## config.mk

```make
export PLATFORM = sky130hd
export DESIGN_NAME = c3dc_ctrl
export DESIGN_NICKNAME = d
export VERILOG_FILES = /design/src/rtl/c3dc_pkg.sv /design/src/rtl/c3dc_ctrl.sv
export SDC_FILE = /design/constraint.sdc
export NUM_CORES = 1
export LEC_CHECK = 0
export BUFFER_PORTS_ARGS = -buffer_cell sky130_fd_sc_hd__buf_2
export CAP_MARGIN = 20
export CORE_AREA = 2 2 39 41
export CTS_BUF_LIST = sky130_fd_sc_hd__clkbuf_8
export DETAILED_ROUTE_END_ITERATION = 16
export DIE_AREA = 0 0 41 43
export PLACE_DENSITY_LB_ADDON = 0.15
export SETUP_SLACK_MARGIN = 0.1
export SLEW_MARGIN = 20
export SYNTH_ARGS = -nofsm -noshare
export SYNTH_HDL_FRONTEND = slang
export SYNTH_SLANG_ARGS = --single-unit
```

## constraint.sdc

```tcl
create_clock -name clk -period 1.8 [get_ports clk]
set_clock_uncertainty 0.15 [all_clocks]
set_input_delay 0.45 -clock clk [delete_from_list [all_inputs] [get_ports clk]]
set_output_delay 0.45 -clock clk [all_outputs]
set_load 0.01 [all_outputs]
```

## src/rtl/c3dc_pkg.sv

```systemverilog
// ----------------------------------------------------------------------------
// c3dc_pkg
// types and constants of the 3x3 convolution block
// ----------------------------------------------------------------------------
package c3dc_pkg;

  localparam int PIX_W     = 8;
  localparam int RGB_W     = 3 * PIX_W;
  localparam int POS_W     = 10;
  localparam int SIZE_W    = 11;
  localparam int COEF_W    = 24;
  localparam int DIVR_W    = 8;
  localparam int SUM_W     = 20;
  localparam int QUO_W     = 19;
  localparam int REM_W     = 8;
  localparam int TAPS      = 9;
  localparam int TAP_W     = 4;
  localparam int CNT_W     = 5;
  localparam int PLANES    = 3;
  localparam int MIN_SIZE  = 3;
  localparam int CLAMP_MAX = 255;
  localparam int OUT_W     = 48;
  localparam int CFG_IDX_W = 3;

  localparam logic [CFG_IDX_W-1:0] CFG_WIDTH  = 3'd0;
  localparam logic [CFG_IDX_W-1:0] CFG_HEIGHT = 3'd1;
  localparam logic [CFG_IDX_W-1:0] CFG_COEF0  = 3'd2;
  localparam logic [CFG_IDX_W-1:0] CFG_COEF1  = 3'd3;
  localparam logic [CFG_IDX_W-1:0] CFG_COEF2  = 3'd4;
  localparam logic [CFG_IDX_W-1:0] CFG_DIVR   = 3'd5;

  typedef enum logic [2:0] {
    S_IDLE,
    S_UPDATE,
    S_MAC,
    S_PREP,
    S_DIV,
    S_LOAD
  } state_t;

  typedef struct packed {
    logic             capture;
    logic             update;
    logic             mac_clr;
    logic             mac_en;
    logic [TAP_W-1:0] tap;
    logic             div_init;
    logic             div_en;
    logic             out_load;
  } cmd_t;

  typedef struct packed {
    logic produce;
    logic out_busy;
  } sts_t;

endpackage

```

## src/rtl/c3dc_ctrl.sv

```systemverilog
// ----------------------------------------------------------------------------
// c3dc_ctrl
// sequencer: capture, line update, tap accumulation, divide, output load
// ----------------------------------------------------------------------------
module c3dc_ctrl
  import c3dc_pkg::*;
(
  input  logic clk,
  input  logic rst_n,
  input  logic in_tvalid,
  output logic in_tready,
  input  sts_t sts,
  output cmd_t cmd
);

  state_t           state_r, state_nxt;
  logic [CNT_W-1:0] cnt_r, cnt_nxt;

  always_ff @(posedge clk) begin
    if (!rst_n) begin
      state_r <= S_IDLE;
      cnt_r   <= '0;
    end else begin
      state_r <= state_nxt;
      cnt_r   <= cnt_nxt;
    end
  end

  always_comb begin
    state_nxt = state_r;
    case (state_r)
      S_IDLE:   if (in_tvalid) state_nxt = S_UPDATE;
      S_UPDATE: state_nxt = sts.produce ? S_MAC : S_IDLE;
      S_MAC:    if (cnt_r == CNT_W'(TAPS - 1)) state_nxt = S_PREP;
      S_PREP:   state_nxt = S_DIV;
      S_DIV:    if (cnt_r == CNT_W'(QUO_W - 1)) state_nxt = S_LOAD;
      S_LOAD:   if (!sts.out_busy) state_nxt = S_IDLE;
      default:  state_nxt = S_IDLE;
    endcase
  end

  always_comb begin
    if (state_nxt != state_r) begin
      cnt_nxt = '0;
    end else if (state_r == S_MAC || state_r == S_DIV) begin
      cnt_nxt = cnt_r + CNT_W'(1);
    end else begin
      cnt_nxt = cnt_r;
    end
  end

  always_comb begin
    cmd       = '0;
    cmd.tap   = cnt_r[TAP_W-1:0];
    in_tready = 1'b0;
    case (state_r)
      S_IDLE: begin
        in_tready   = 1'b1;
        cmd.capture = in_tvalid;
      end
      S_UPDATE: begin
        cmd.update  = 1'b1;
        cmd.mac_clr = 1'b1;
      end
      S_MAC:    cmd.mac_en = 1'b1;
      S_PREP:   cmd.div_init = 1'b1;
      S_DIV:    cmd.div_en = 1'b1;
      S_LOAD:   cmd.out_load = !sts.out_busy;
      default:  cmd = '0;
    endcase
  end

endmodule

```

* Word level (Yosys, flattened, before mapping)
Cells that the tools add are included.
W data, S select, Z words.
** Storage, ports and cells
- Register bits :: 8
- Bits in latches :: 0
- Memory bits (writable) :: 0
- ROM bits :: 0
- Input bits :: 5
- Memories :: 0
** Operators by class
- $add $sub $neg :: 1
- Multipliers :: 0
- Divide/modulo/power cells :: 0
- Order comparisons :: 0
- Equal/unequal tests :: 8
- Shift operators :: 0
- Mux-type cells :: 14
- Bitwise operators :: 1
- Reduce and logical (&&, ||, !) cells :: 5
** Operators by type and width (count)
- $pmux W3 S6 :: 1
- $mux W3 :: 4
- $eq A3 B2 Y1 const B :: 2
- $eq A3 B3 Y1 const B :: 2
- $mux W1 :: 6
- $reduce_or A6 Y1 :: 1
- $add A5 B1 Y5 const B :: 1
- $eq A5 B4 Y1 const B :: 1
- $eq A5 B5 Y1 const B :: 1
- $mux W2 :: 2
- $mux W4 :: 1
- $eq A3 B1 Y1 const B :: 1
- $logic_not A3 Y1 :: 1
- $ne A3 B3 Y1 :: 1
- $reduce_or A2 Y1 :: 1
- $logic_not A1 Y1 :: 1
- $logic_or A1 B1 Y1 :: 1
- $not A1 Y1 :: 1

* Logic depth before layout (Yosys ltp)
Gate-level depths: netlist of the first run.
- Depth in word-level cells :: 5
- Gate-level depth with buffers :: 6

* Worst setup path after synthesis of the first run
No wires, ideal clock.
- Kind :: register -> output
- Start point :: reg state_r[0]
- End point :: out cmd[9] in the netlist's numbering
- Arrival :: 1167 ps
- Data required time :: 1200 ps
- Path slack :: 33 ps
- Cell stages (with the launch flop) :: 5
- Path buffers :: 3
- Cell sequence :: dfxtp_1 buf_6 buf_2 nor3b_1 buf_4
** RTL lines
- start, declared :: line c3dc_ctrl.sv:16 : state_t state_r, state_nxt;
- start signal, assigned :: line c3dc_ctrl.sv:24 : state_r <= state_nxt;
- end, declared :: line c3dc_ctrl.sv:13 : output cmd_t cmd

==> metrics.md, run 1 <==
| Metric | Value |
|---|---|
| Run status | finished clean |
| Worst-case clock buffer depth | 2 |
| Number of global-route vias before repair | 506 |
| Fin util | 63.0% |
| Routability Congestion | 0.749 |
| Slew Limit Headroom | 64.0% |
| Largest delay share family, worst path | simple AND/OR/NAND/NOR gates |
| Post-synth top area share | 25.1% |
| Final Power | 0.491 mW |
| Starting DRT DRC Count | 2 |
| Antenna Nets Post-Route | 0 |
| Critical path's largest stage delay | 0.31 ns |
| # H-tree levels | 1 |
| Die Y | 43 µm |
| RSZ-0062 raised after global routing | true |
| Synth async-reset ratio | 0% |
| Seq pwr share | 38.3% |
| Placement Cell Area | 714 µm² |
| Worst path buffer plus inverter count | 2 |
| Total track usage | 16.8% |
| Die footprint | 1760 µm² |
| Initial antenna violation count | 0 |
| First-pass GRT wire length | 2060 µm |
| Worst Path Max Fanout | 13 |
| Switching share of power | 24.0% |
| Clock power frac | 41.9% |
| Largest cells by area after synthesis | dfxtp_1, nor3_1, xnor2_1 |
| CTS tree | yes |
| Syn nets | 85 |
| CP max stage cell | dfxtp_1 |
| # setup viols final | 0 |
| Power Dens Cells | 564 nW/µm² |
| Register area share after synthesis | 25.1% |
| HPWL after DPL | 904 µm |
| Clock Sinks | 8 |
| Hold EP | state_r[0] |
| Final worst path period share | 95.1% |
| Reg-to-reg startpoint | state_r[1] |
| Number of buffers created by CTS | 3 |
| Largest net degree at the start of global routing | 15 |
| Avg WL per Cell | 12.1 µm |
| Ports | 17 |
| Slew Limit Fails | 0 |
| Hold Path Cell Cnt | 2 |
| Leakage | 0.356 nW |
| Syn Std Cell Area | 637 µm² |
| Vias per cell | 5.27 |
| Reg clk slew, reported paths | 0.04 ns |
| Grt total ovfl | 0 |
| Synth warn | 0 |
| Internal | 0.374 mW |
| Post-synth EDFFs | 0 |
| Core area | 1380 µm² |
| Synth unique cells | 30 |
| Worst-Skew Late Latency | 0.22 ns |
| Critical path capture point type | output port |
| Startpoint Class | register |
| Final hold violation count | 0 |
| Diode count | 0 |
| CP cell instances | buf_12 -> nor3_4 -> and2_1 -> buf_2 |
| Share of post-route cells with drive strength above 1 | 46.0% |
| Final TNS setup | 0 ns |
| Die W | 41 µm |
| Hold Crit Start | rst_n |
| Largest area contributor in the netlist | dfxtp_1 |
| #FFs+latches synth | 8 |
| Rows | 14 |
| R2R Setup Slk | 0.14 ns |
| Syn Inst Count | 77 |
| Clock root cell | clkbuf_8 |
| Post-route cell area | 872 µm² |
| Period minus WS final | 1.71 ns |
| Via count | 611 |
| F_max | 0.584 GHz |
| Worst hold path type | in2reg |
| Avg Cell Area, Syn | 8.27 µm² |
| Crit path DAT | 1.11 ns |
| Layout area overhead | 36.9% |
| Initial Util | 46.0% |
| Gate power share | 19.9% |
| FF-to-FF End | cnt_r[0] |
| First drt pass iteration count | 2 |
| Setup CP Type | reg2out |
| Fin nets | 110 |
| Total wire length | 1400 µm |
| Port Buf Inserts | 16 |
| Slew @ Worst Pin | 0.537 ns |
| Reg2Reg Depth | 6 |
| CP required | 1.20 ns |
| Primary FF master, synth | dfxtp_1 |
| MaxCap Viol Count | 0 |
| Max IR drop VDD | 494 µV |
| Switching pwr | 0.118 mW |
| Drt drc | 0 |
-- cell usage after synthesis, types with 3 or more instances --
cell,number
nand2_1,5
and2_1,3
a21oi_1,5
nand3_1,3
ha_1,3
clkbuf_8,3
xnor2_1,5
dfxtp_1,8
o21a_1,3
nor2_1,8
nor3_1,9
-- worst reg2reg max path, stage by stage, from the launching register on --
cell	delay, ns
dfxtp_4	0.37
buf_12	0.14
buf_4	0.13
xnor2_1	0.26
nor2_1	0.13
xnor2_1	0.17
nor3_2	0.21
-- metrics by stage --
stage                     std cells  setup slack (ns)  hold WS [ns]
after global routing            116            0.0167         0.357
final                           116            0.0875         0.337
after floorplan                  77             0.149         0.384
after detailed placement        105             0.139         0.416
after global placement          105             0.157         0.415
after CTS                       112            0.0792         0.334
-- cell type report --
class,count,area (µm²)
fillers,135,512
multi-input cells,60,445
repair buffers,27,188
flip-flops and latches,8,170
clock buffers,3,41.3
well taps,16,20.0
inverters,2,7.51
-- power by group through the flow --
stage          Combinational (mW)  Sequential [mW]  Clock (mW)
6_report                   0.0977            0.188       0.206
5_1_grt                     0.108            0.189       0.220
4_1_cts                    0.0806            0.190       0.212
3_5_place_dp               0.0755            0.193           0
3_3_place_gp               0.0751            0.193           0
2_1_floorplan              0.0634            0.186           0
-- cells by family (layout without fill, tap and decap cells) --
kind of cell    Yosys count  in the layout  synth area share (%)
simple gates             40             40                  36.0
compound gates           11             11                  10.8
mux                       1              1                  1.57
fa+ha+maj                 3              3                  5.89
buf+inv                   9             32                  13.8
xor+xnor                  5              5                  6.88
flops                     8              8                  25.1
-- placed cells by master (no fill, tap or decap), types with 2 or more instances in the layout --
cell | Yosys | final
buf_2 | 1 | 16
buf_4 | 1 | 9
nor2_1 | 8 | 8
nand2_1 | 5 | 5
xnor2_1 | 5 | 5
a21oi_1 | 5 | 4
nor3_1 | 9 | 4
nor3_2 | 0 | 4
dfxtp_1 | 8 | 4
and2_1 | 3 | 3
o21a_1 | 3 | 3
nand3_1 | 3 | 3
ha_1 | 3 | 3
clkbuf_8 | 3 | 3
or2b_1 | 2 | 2
dfxtp_2 | 0 | 2
buf_12 | 0 | 2
dfxtp_4 | 0 | 2
-- registers in the layout, indices dropped and copies added, names as in the netlist --
name and count:
cnt_r 5, state_r 3
-- timing repair --
| item | 4_1_cts | 5_1_grt |
|---|---|---|
| pin swaps | 0 | 9 |
| endpoints found under the setup margin | 10 | 16 |
| gates resized for setup | 5 | 11 |
| endpoints found under the hold margin | 0 | 0 |
| cloned | 0 | 0 |
| buffers inserted | 4 | 4 |
| hold buffers | 0 | 0 |
-- worst max path at each step --
stage | from | end | slack (ns) | cells past startpoint
final | state_r[2] | cmd[10] | 0.09 | 4
after CTS | state_r[0] | cmd[10] | 0.08 | 4
after global routing | state_r[2] | cmd[10] | 0.02 | 4
after global placement | state_r[0] | cmd[10] | 0.16 | 4
after detailed placement | state_r[0] | cmd[10] | 0.14 | 4
after floorplan | state_r[0] | cmd[0] | 0.15 | 3
-- metal layers --
metal  vias up  GRT usage [%]  routed length (µm)
li1        312              -                   -
met1       275           24.0                 617
met2        16           23.4                 671
met3         8           1.57                  64
met4         0           10.0                  50
met5         -              0                   0
No activity file was read; power rests on OpenSTA's default activity.
==> inputs of run 2 (changes only) <==
Clock period 1.8 ns to 2 ns, I/O delays scaled along.
==> run 2 against run 1 <==
  * Die area is the same
  * Core utilization shrank 11 points
  * Cell count shrank 7.8%
  * First-iteration DRC count up 100%
  * Largest cell class unchanged
==> metrics.md, run 2 (same netlist as run 1, synthesis figures left out) <==
| Metric | Value |
|---|---|
| Slew Limit Headroom | 76.0% (+12 points) |
| Rows | 14 (unchanged) |
| # H-tree levels | 1 (unchanged) |
| Number of global-route vias before repair | 438 (-13%) |
| Largest net degree at the start of global routing | 18 (+3) |
| F_max | 0.553 GHz |
| Reg clk slew, reported paths | 0.04 ns (about the same) |
| Final WS setup | 0.190 ns (+0.103 ns) |
| Power Dens Cells | 571 nW/µm² (+1.4%) |
| Total wire length | 1150 µm (-18%) |
| Grt total ovfl | 0 (unchanged) |
| Worst-case clock buffer depth | 2 (unchanged) |
| Final hold violation count | 0 (unchanged) |
| Hold Crit Start | rst_n |
| CTS tree | yes |
| Run status | finished clean |
| Starting DRT DRC Count | 4 (+2) |
| Reg-to-reg startpoint | cnt_r[0] |
| Antenna Nets Post-Route | 0 (unchanged) |
| # setup viols final | 0 (unchanged) |
| Gate power share | 13.9% (-6.0 points) |
| FF-to-FF End | cnt_r[0] |
| Critical path capture point type | output port |
| Share of post-route cells with drive strength above 1 | 28.6% (-17 points) |
| CP required | 1.35 ns (+0.15 ns) |
| HPWL after DPL | 910 µm (+0.72%) |
| Final Power | 0.414 mW (-16%) |
| Post-Place Worst Slack | 0.241 ns (+0.103 ns) |
| Drt drc | 0 (unchanged) |
| CP cell instances | buf_4 -> nor3_2 -> and2_1 -> buf_2 |
| First-pass GRT wire length | 1770 µm (-14%) |
| Final worst path period share | 90.5% |
| Reg with most FFs | cnt_r |
| Reg2Reg Depth | 6 (unchanged) |
| Setup CP Type | reg2out |
| Layout area overhead | 13.8% |
| Via count | 548 (-10%) |
| Period minus WS final | 1.81 ns |
| RSZ-0062 raised after global routing | true |
| Largest delay share family, worst path | flip-flops |
| Switching share of power | 22.4% (-1.6 points) |
| Max IR drop VDD | 410 µV (-17%) |
| First drt pass iteration count | 4 (+2) |
| Commonest non-fill, non-tap cell in the layout | buf_2 |
| Slew Limit Fails | 0 (unchanged) |
| CP max stage cell | dfxtp_2 |
| Routability Congestion | 0.813 (+8.6%) |
| Worst hold path type | in2reg |
| Fin nets | 101 (-8.2%) |
| Clock root cell | clkbuf_8 |
| MaxCap Viol Count | 0 (unchanged) |
| Hold Path Cell Cnt | 2 (unchanged) |
| Die Y | 43 µm (unchanged) |
| Seq pwr share | 42.0% (+3.7 points) |
| Internal | 0.321 mW (-14%) |
| Port Buf Inserts | 16 (unchanged) |
| Number of buffers created by CTS | 3 (unchanged) |
| Final TNS setup | 0 ns (unchanged) |
| Crit path DAT | 1.16 ns (+0.05 ns) |
| Total track usage | 14.9% (-1.9 points) |
| Slew @ Worst Pin | 0.357 ns (-0.180 ns) |
| Initial Util | 46.0% (unchanged) |
| Critical path's largest stage delay | 0.36 ns (+0.05 ns) |
| Startpoint Class | register |
| Top flop regs | cnt_r: 5 flops, state_r: 3 flops |
| Clock Sinks | 8 (unchanged) |
| Diode count | 0 (unchanged) |
| Largest register FFs | 5 (unchanged) |
| Worst-Skew Late Latency | 0.22 ns (about the same) |
| Most frequent cells in the layout | buf_2, nor2_1, nor3_1 |
| Worst path buffer plus inverter count | 2 (unchanged) |
| Avg WL per Cell | 10.8 µm (-11%) |
| Die footprint | 1760 µm² (unchanged) |
| Worst Path Max Fanout | 9 (-4) |
| Core area | 1380 µm² (unchanged) |
| Switching pwr | 0.0927 mW (-21%) |
| Hold EP | state_r[2] |
| Initial antenna violation count | 0 (unchanged) |
| Leakage | 0.296 nW (-17%) |
| Ports | 17 (unchanged) |
| R2R Setup Slk | 0.38 ns (+0.24 ns) |
| Die W | 41 µm (unchanged) |
| Clock power frac | 44.1% (+2.2 points) |
| Vias per cell | 5.12 (-2.8%) |
[run 2: cell types whose count changed in the layout (fill, tap and decap cells not counted), moves of 2 or more]
cell,before,now
buf_4,9,2
nor3_1,4,8
nor3_2,4,1
buf_12,2,0
[run 2: worst max path at each step]
stage               slack, ns  startpoint  depth (start not counted)        to
floorplan                0.18  state_r[0]                          4    cmd[9]
global placement         0.27  state_r[2]                          5  cnt_r[1]
detailed placement       0.24  state_r[0]                          4  cnt_r[2]
CTS                      0.14  state_r[1]                          4   cmd[10]
global route              0.1  state_r[1]                          4   cmd[10]
finish                   0.19  state_r[1]                          4   cmd[10]
[run 2: area by class of cell]
| class | instances | area, µm² |
|---|---|---|
| Timing Repair Buffer | 18 | 95.1 |
| Sequential cell | 8 | 166 |
| Clock buffer | 3 | 41.3 |
| Tap cell | 16 | 20.0 |
| Multi-Input combinational cell | 60 | 394 |
| Fill cell | 142 | 659 |
| Inverter | 2 | 7.51 |
[run 2: repair_timing]
action | CTS | global route
buffers inserted | 0 | 0
resized for setup | 3 | 2
hold buffers | 0 | 0
setup endpoints to repair | 10 | 2
[run 2: routing by layer]
metal | vias to the layer above | part of all wire (%) | GRT usage [%]
li1 | 296 | - | -
met1 | 240 | 50 | 20.3
met2 | 10 | 45 | 20.3
met3 | 2 | 3.9 | 1.57
met4 | 0 | 0.69 | 12.0
met5 | - | 0 | 0
[run 2: metrics by stage]
stage | util (%) | instance area, µm² | std cells | hold slack, ns
after floorplan | - | 637 | 77 | 0.384
after global placement | 48.6 | 672 | 104 | 0.413
after detailed placement | 48.6 | 672 | 104 | 0.426
after CTS | 51.8 | 717 | 107 | 0.387
after global routing | 52.4 | 724 | 107 | 0.400
final | 52.4 | 724 | 107 | 0.388
[run 2: power by group through the flow]
| stage | sequential, mW | combinational, mW | clock, mW |
|---|---|---|---|
| after floorplan | 0.168 | 0.0555 | 0 |
| after global placement | 0.176 | 0.0580 | 0 |
| after detailed placement | 0.176 | 0.0575 | 0 |
| after CTS | 0.174 | 0.0577 | 0.192 |
| after global routing | 0.175 | 0.0655 | 0.196 |
| final | 0.174 | 0.0576 | 0.182 |
==> inputs of run 3 (changes only) <==
==> constraint.sdc (replaced) <==
create_clock -name clk -period 2 [get_ports clk]
set_clock_uncertainty 0.15 [all_clocks]
set_input_delay 0.5 -clock clk [delete_from_list [all_inputs] [get_ports clk]]
set_output_delay 0.5 -clock clk [all_outputs]
set_load 0.02 [all_outputs]
==> run 3 against run 2 <==
  * Die area stayed put
  * Register-to-register slack is essentially flat
  * Fmax grew 0.71%
  * Count of clock-buffer cells in the layout unchanged
  * Flip-flop and latch count stayed put
  * Sequential power about the same
  * Via count grew 1.8%
  * Power is 3.0% higher
  * Combinational power up 20%
  * Sequential share of layout area hardly changed
  * Cell count grew 0.93%
  * Critical path depth shrank 1
  * Critical path type unchanged
  * Largest cell class unchanged
==> metrics.md, run 3 (same netlist as run 1, synthesis figures left out) <==
| Metric | Value |
|---|---|
| Critical path's largest stage delay | 0.38 ns (+0.02 ns) |
| Worst Path Max Fanout | 10 (+1) |
| Worst-case clock buffer depth | 2 (unchanged) |
| Drt drc | 0 (unchanged) |
| Core area | 1380 µm² (unchanged) |
| # H-tree levels | 1 (unchanged) |
| Final WS setup | 0.203 ns (+0.0128 ns) |
| Worst hold path type | in2reg |
| Avg WL per Cell | 11.0 µm (+2.3%) |
| Largest net degree at the start of global routing | 18 (unchanged) |
| Power Dens Cells | 581 nW/µm² (+1.6%) |
| CP cell instances | or2b_1 -> nor2_1 -> buf_2 |
| CTS Hold Bufs | 0 (unchanged) |
| Port Buf Inserts | 16 (unchanged) |
| # setup viols final | 0 (unchanged) |
| CTS tree | yes |
| Reg clk slew, reported paths | 0.04 ns (about the same) |
| RSZ-0062 raised after global routing | true |
| F_max | 0.557 GHz (+0.71%) |
| Die W | 41 µm (unchanged) |
| Final hold violation count | 0 (unchanged) |
| Die footprint | 1760 µm² (unchanged) |
| Grt total ovfl | 0 (unchanged) |
| Total wire length | 1190 µm (+3.3%) |
| First drt pass iteration count | 4 (unchanged) |
| Vias per cell | 5.17 (+0.88%) |
| Top flop regs | cnt_r: 5 flops, state_r: 3 flops |
| Reg2Reg Depth | 6 (unchanged) |
| Layout area overhead | 15.3% |
| Internal | 0.322 mW (+0.18%) |
| Switching share of power | 24.5% (+2.1 points) |
| Slew Limit Fails | 0 (unchanged) |
| Most frequent cells in the layout | buf_2, nor3_1, nor2_1 |
| Final Power | 0.426 mW (+3.0%) |
| Rows | 14 (unchanged) |
| Fin nets | 102 (+0.99%) |
| Number of buffers created by CTS | 3 (unchanged) |
| Setup CP Type | reg2out |
| Clock Sinks | 8 (unchanged) |
| Clock power frac | 43.7% (-0.4 points) |
| Post-Place Worst Slack | 0.217 ns (-0.0243 ns) |
| Commonest non-fill, non-tap cell in the layout | buf_2 |
| Final worst path period share | 89.8% (-0.64 points) |
| Reg with most FFs | cnt_r |
| CP max stage cell | dfxtp_4 |
| Crit path DAT | 1.15 ns (about the same) |
| Fin util | 53.1% (+0.72 points) |
| HPWL after DPL | 926 µm (+1.7%) |
| MaxCap Viol Count | 0 (unchanged) |
| Slew @ Worst Pin | 0.385 ns (+0.0281 ns) |
| Routability Congestion | 0.742 (-8.8%) |
| Critical path capture point type | output port |
| Total track usage | 17.1% (+2.2 points) |
| Worst path buffer plus inverter count | 1 (-1) |
| Switching pwr | 0.105 mW (+13%) |
| Levels on crit path | 3 (-1) |
| Antenna Nets Post-Route | 0 (unchanged) |
| Final TNS setup | 0 ns (unchanged) |
| Worst-Skew Late Latency | 0.22 ns (about the same) |
| Seq pwr share | 40.1% (-1.9 points) |
| CP required | 1.35 ns (about the same) |
| Startpoint Class | register |
| Largest delay share family, worst path | flip-flops |
| Via count | 558 (+1.8%) |
| Ports | 17 (unchanged) |
| Period minus WS final | 1.80 ns (-0.0128 ns) |
| Slew Limit Headroom | 74.1% (-1.9 points) |
| Gate power share | 16.2% (+2.3 points) |
| Initial antenna violation count | 0 (unchanged) |
| First-pass GRT wire length | 2060 µm (+16%) |
| Die Y | 43 µm (unchanged) |
| Run status | finished clean |
| Share of post-route cells with drive strength above 1 | 29.3% (+0.78 points) |
| Largest register FFs | 5 (unchanged) |
| Diode count | 0 (unchanged) |
| Hold Path Cell Cnt | 2 (unchanged) |
| Clock root cell | clkbuf_8 |
| Leakage | 0.304 nW (+2.6%) |
| Starting DRT DRC Count | 7 (+3) |
| Hold Slack | 0.379 ns (-0.00889 ns) |
| Number of global-route vias before repair | 513 (+17%) |
| Max IR drop VDD | 295 µV (-28%) |
| Initial Util | 46.0% (unchanged) |
-- run 3: cell count changes in the layout (fill, tap and decap cells not counted) --
cell | previous run | this run
buf_4 | 2 | 3
dfxtp_2 | 2 | 1
dfxtp_4 | 1 | 2
nor3_1 | 8 | 9
nor3_2 | 1 | 0
nor3b_1 | 2 | 1
nor3b_2 | 0 | 1
-- run 3: cell type report --
cell class / instances / area, µm²
fillers: 146 / 649
multi-input cells: 60 / 394
flip-flops and latches: 8 / 169
repair buffers: 19 / 103
clock buffers: 3 / 41.3
well taps: 16 / 20.0
inverters: 2 / 7.51
-- run 3: layer usage --
layer / wire [µm] / vias to the layer above / GRT usage (%) / share of wire, %
met5: 0 / - / 0 / 0
met4: 8 / 0 / 12.0 / 0.67
met3: 54 / 2 / 3.14 / 4.5
met2: 558 / 14 / 25.3 / 47
met1: 570 / 244 / 21.1 / 48
li1: - / 298 / - / -
-- run 3: worst register-to-register path, cell delays in order, from the launching register on --
cell and delay (ns):
dfxtp_1 0.38, inv_1 0.10, ha_1 0.19, nand2_1 0.08, nor4_1 0.05, o32a_1 0.41, nor3_1 0.20
-- run 3: power groups by stage --
stage	registers [mW]	logic, mW	clock network (mW)
2_1_floorplan	0.168	0.0627	0
3_3_place_gp	0.175	0.0686	0
3_5_place_dp	0.175	0.0684	0
4_1_cts	0.173	0.0690	0.195
5_1_grt	0.172	0.0770	0.203
6_report	0.171	0.0689	0.187
-- run 3: worst paths after layout --
| path | startpoint | end | slack [ns] |
|---|---|---|---|
| max | state_r[1] | cmd[7] | 0.20 |
| min | rst_n | state_r[2] | 0.38 |
| min reg2reg | state_r[0] | state_r[1] | 0.42 |
| max reg2reg | cnt_r[0] | cnt_r[1] | 0.38 |
-- run 3: what timing repair did --
item / CTS / global route
buffers inserted: 0 / 0
gates resized for setup: 3 / 3
endpoints found under the setup margin: 7 / 6
pin swaps: 0 / 0
-- run 3: per-stage QoR --
step / area [µm²] / instances
after detailed placement: 679 / 105
after CTS: 724 / 108
after global placement: 679 / 105
after floorplan: 637 / 77
final: 734 / 108
after global routing: 734 / 108
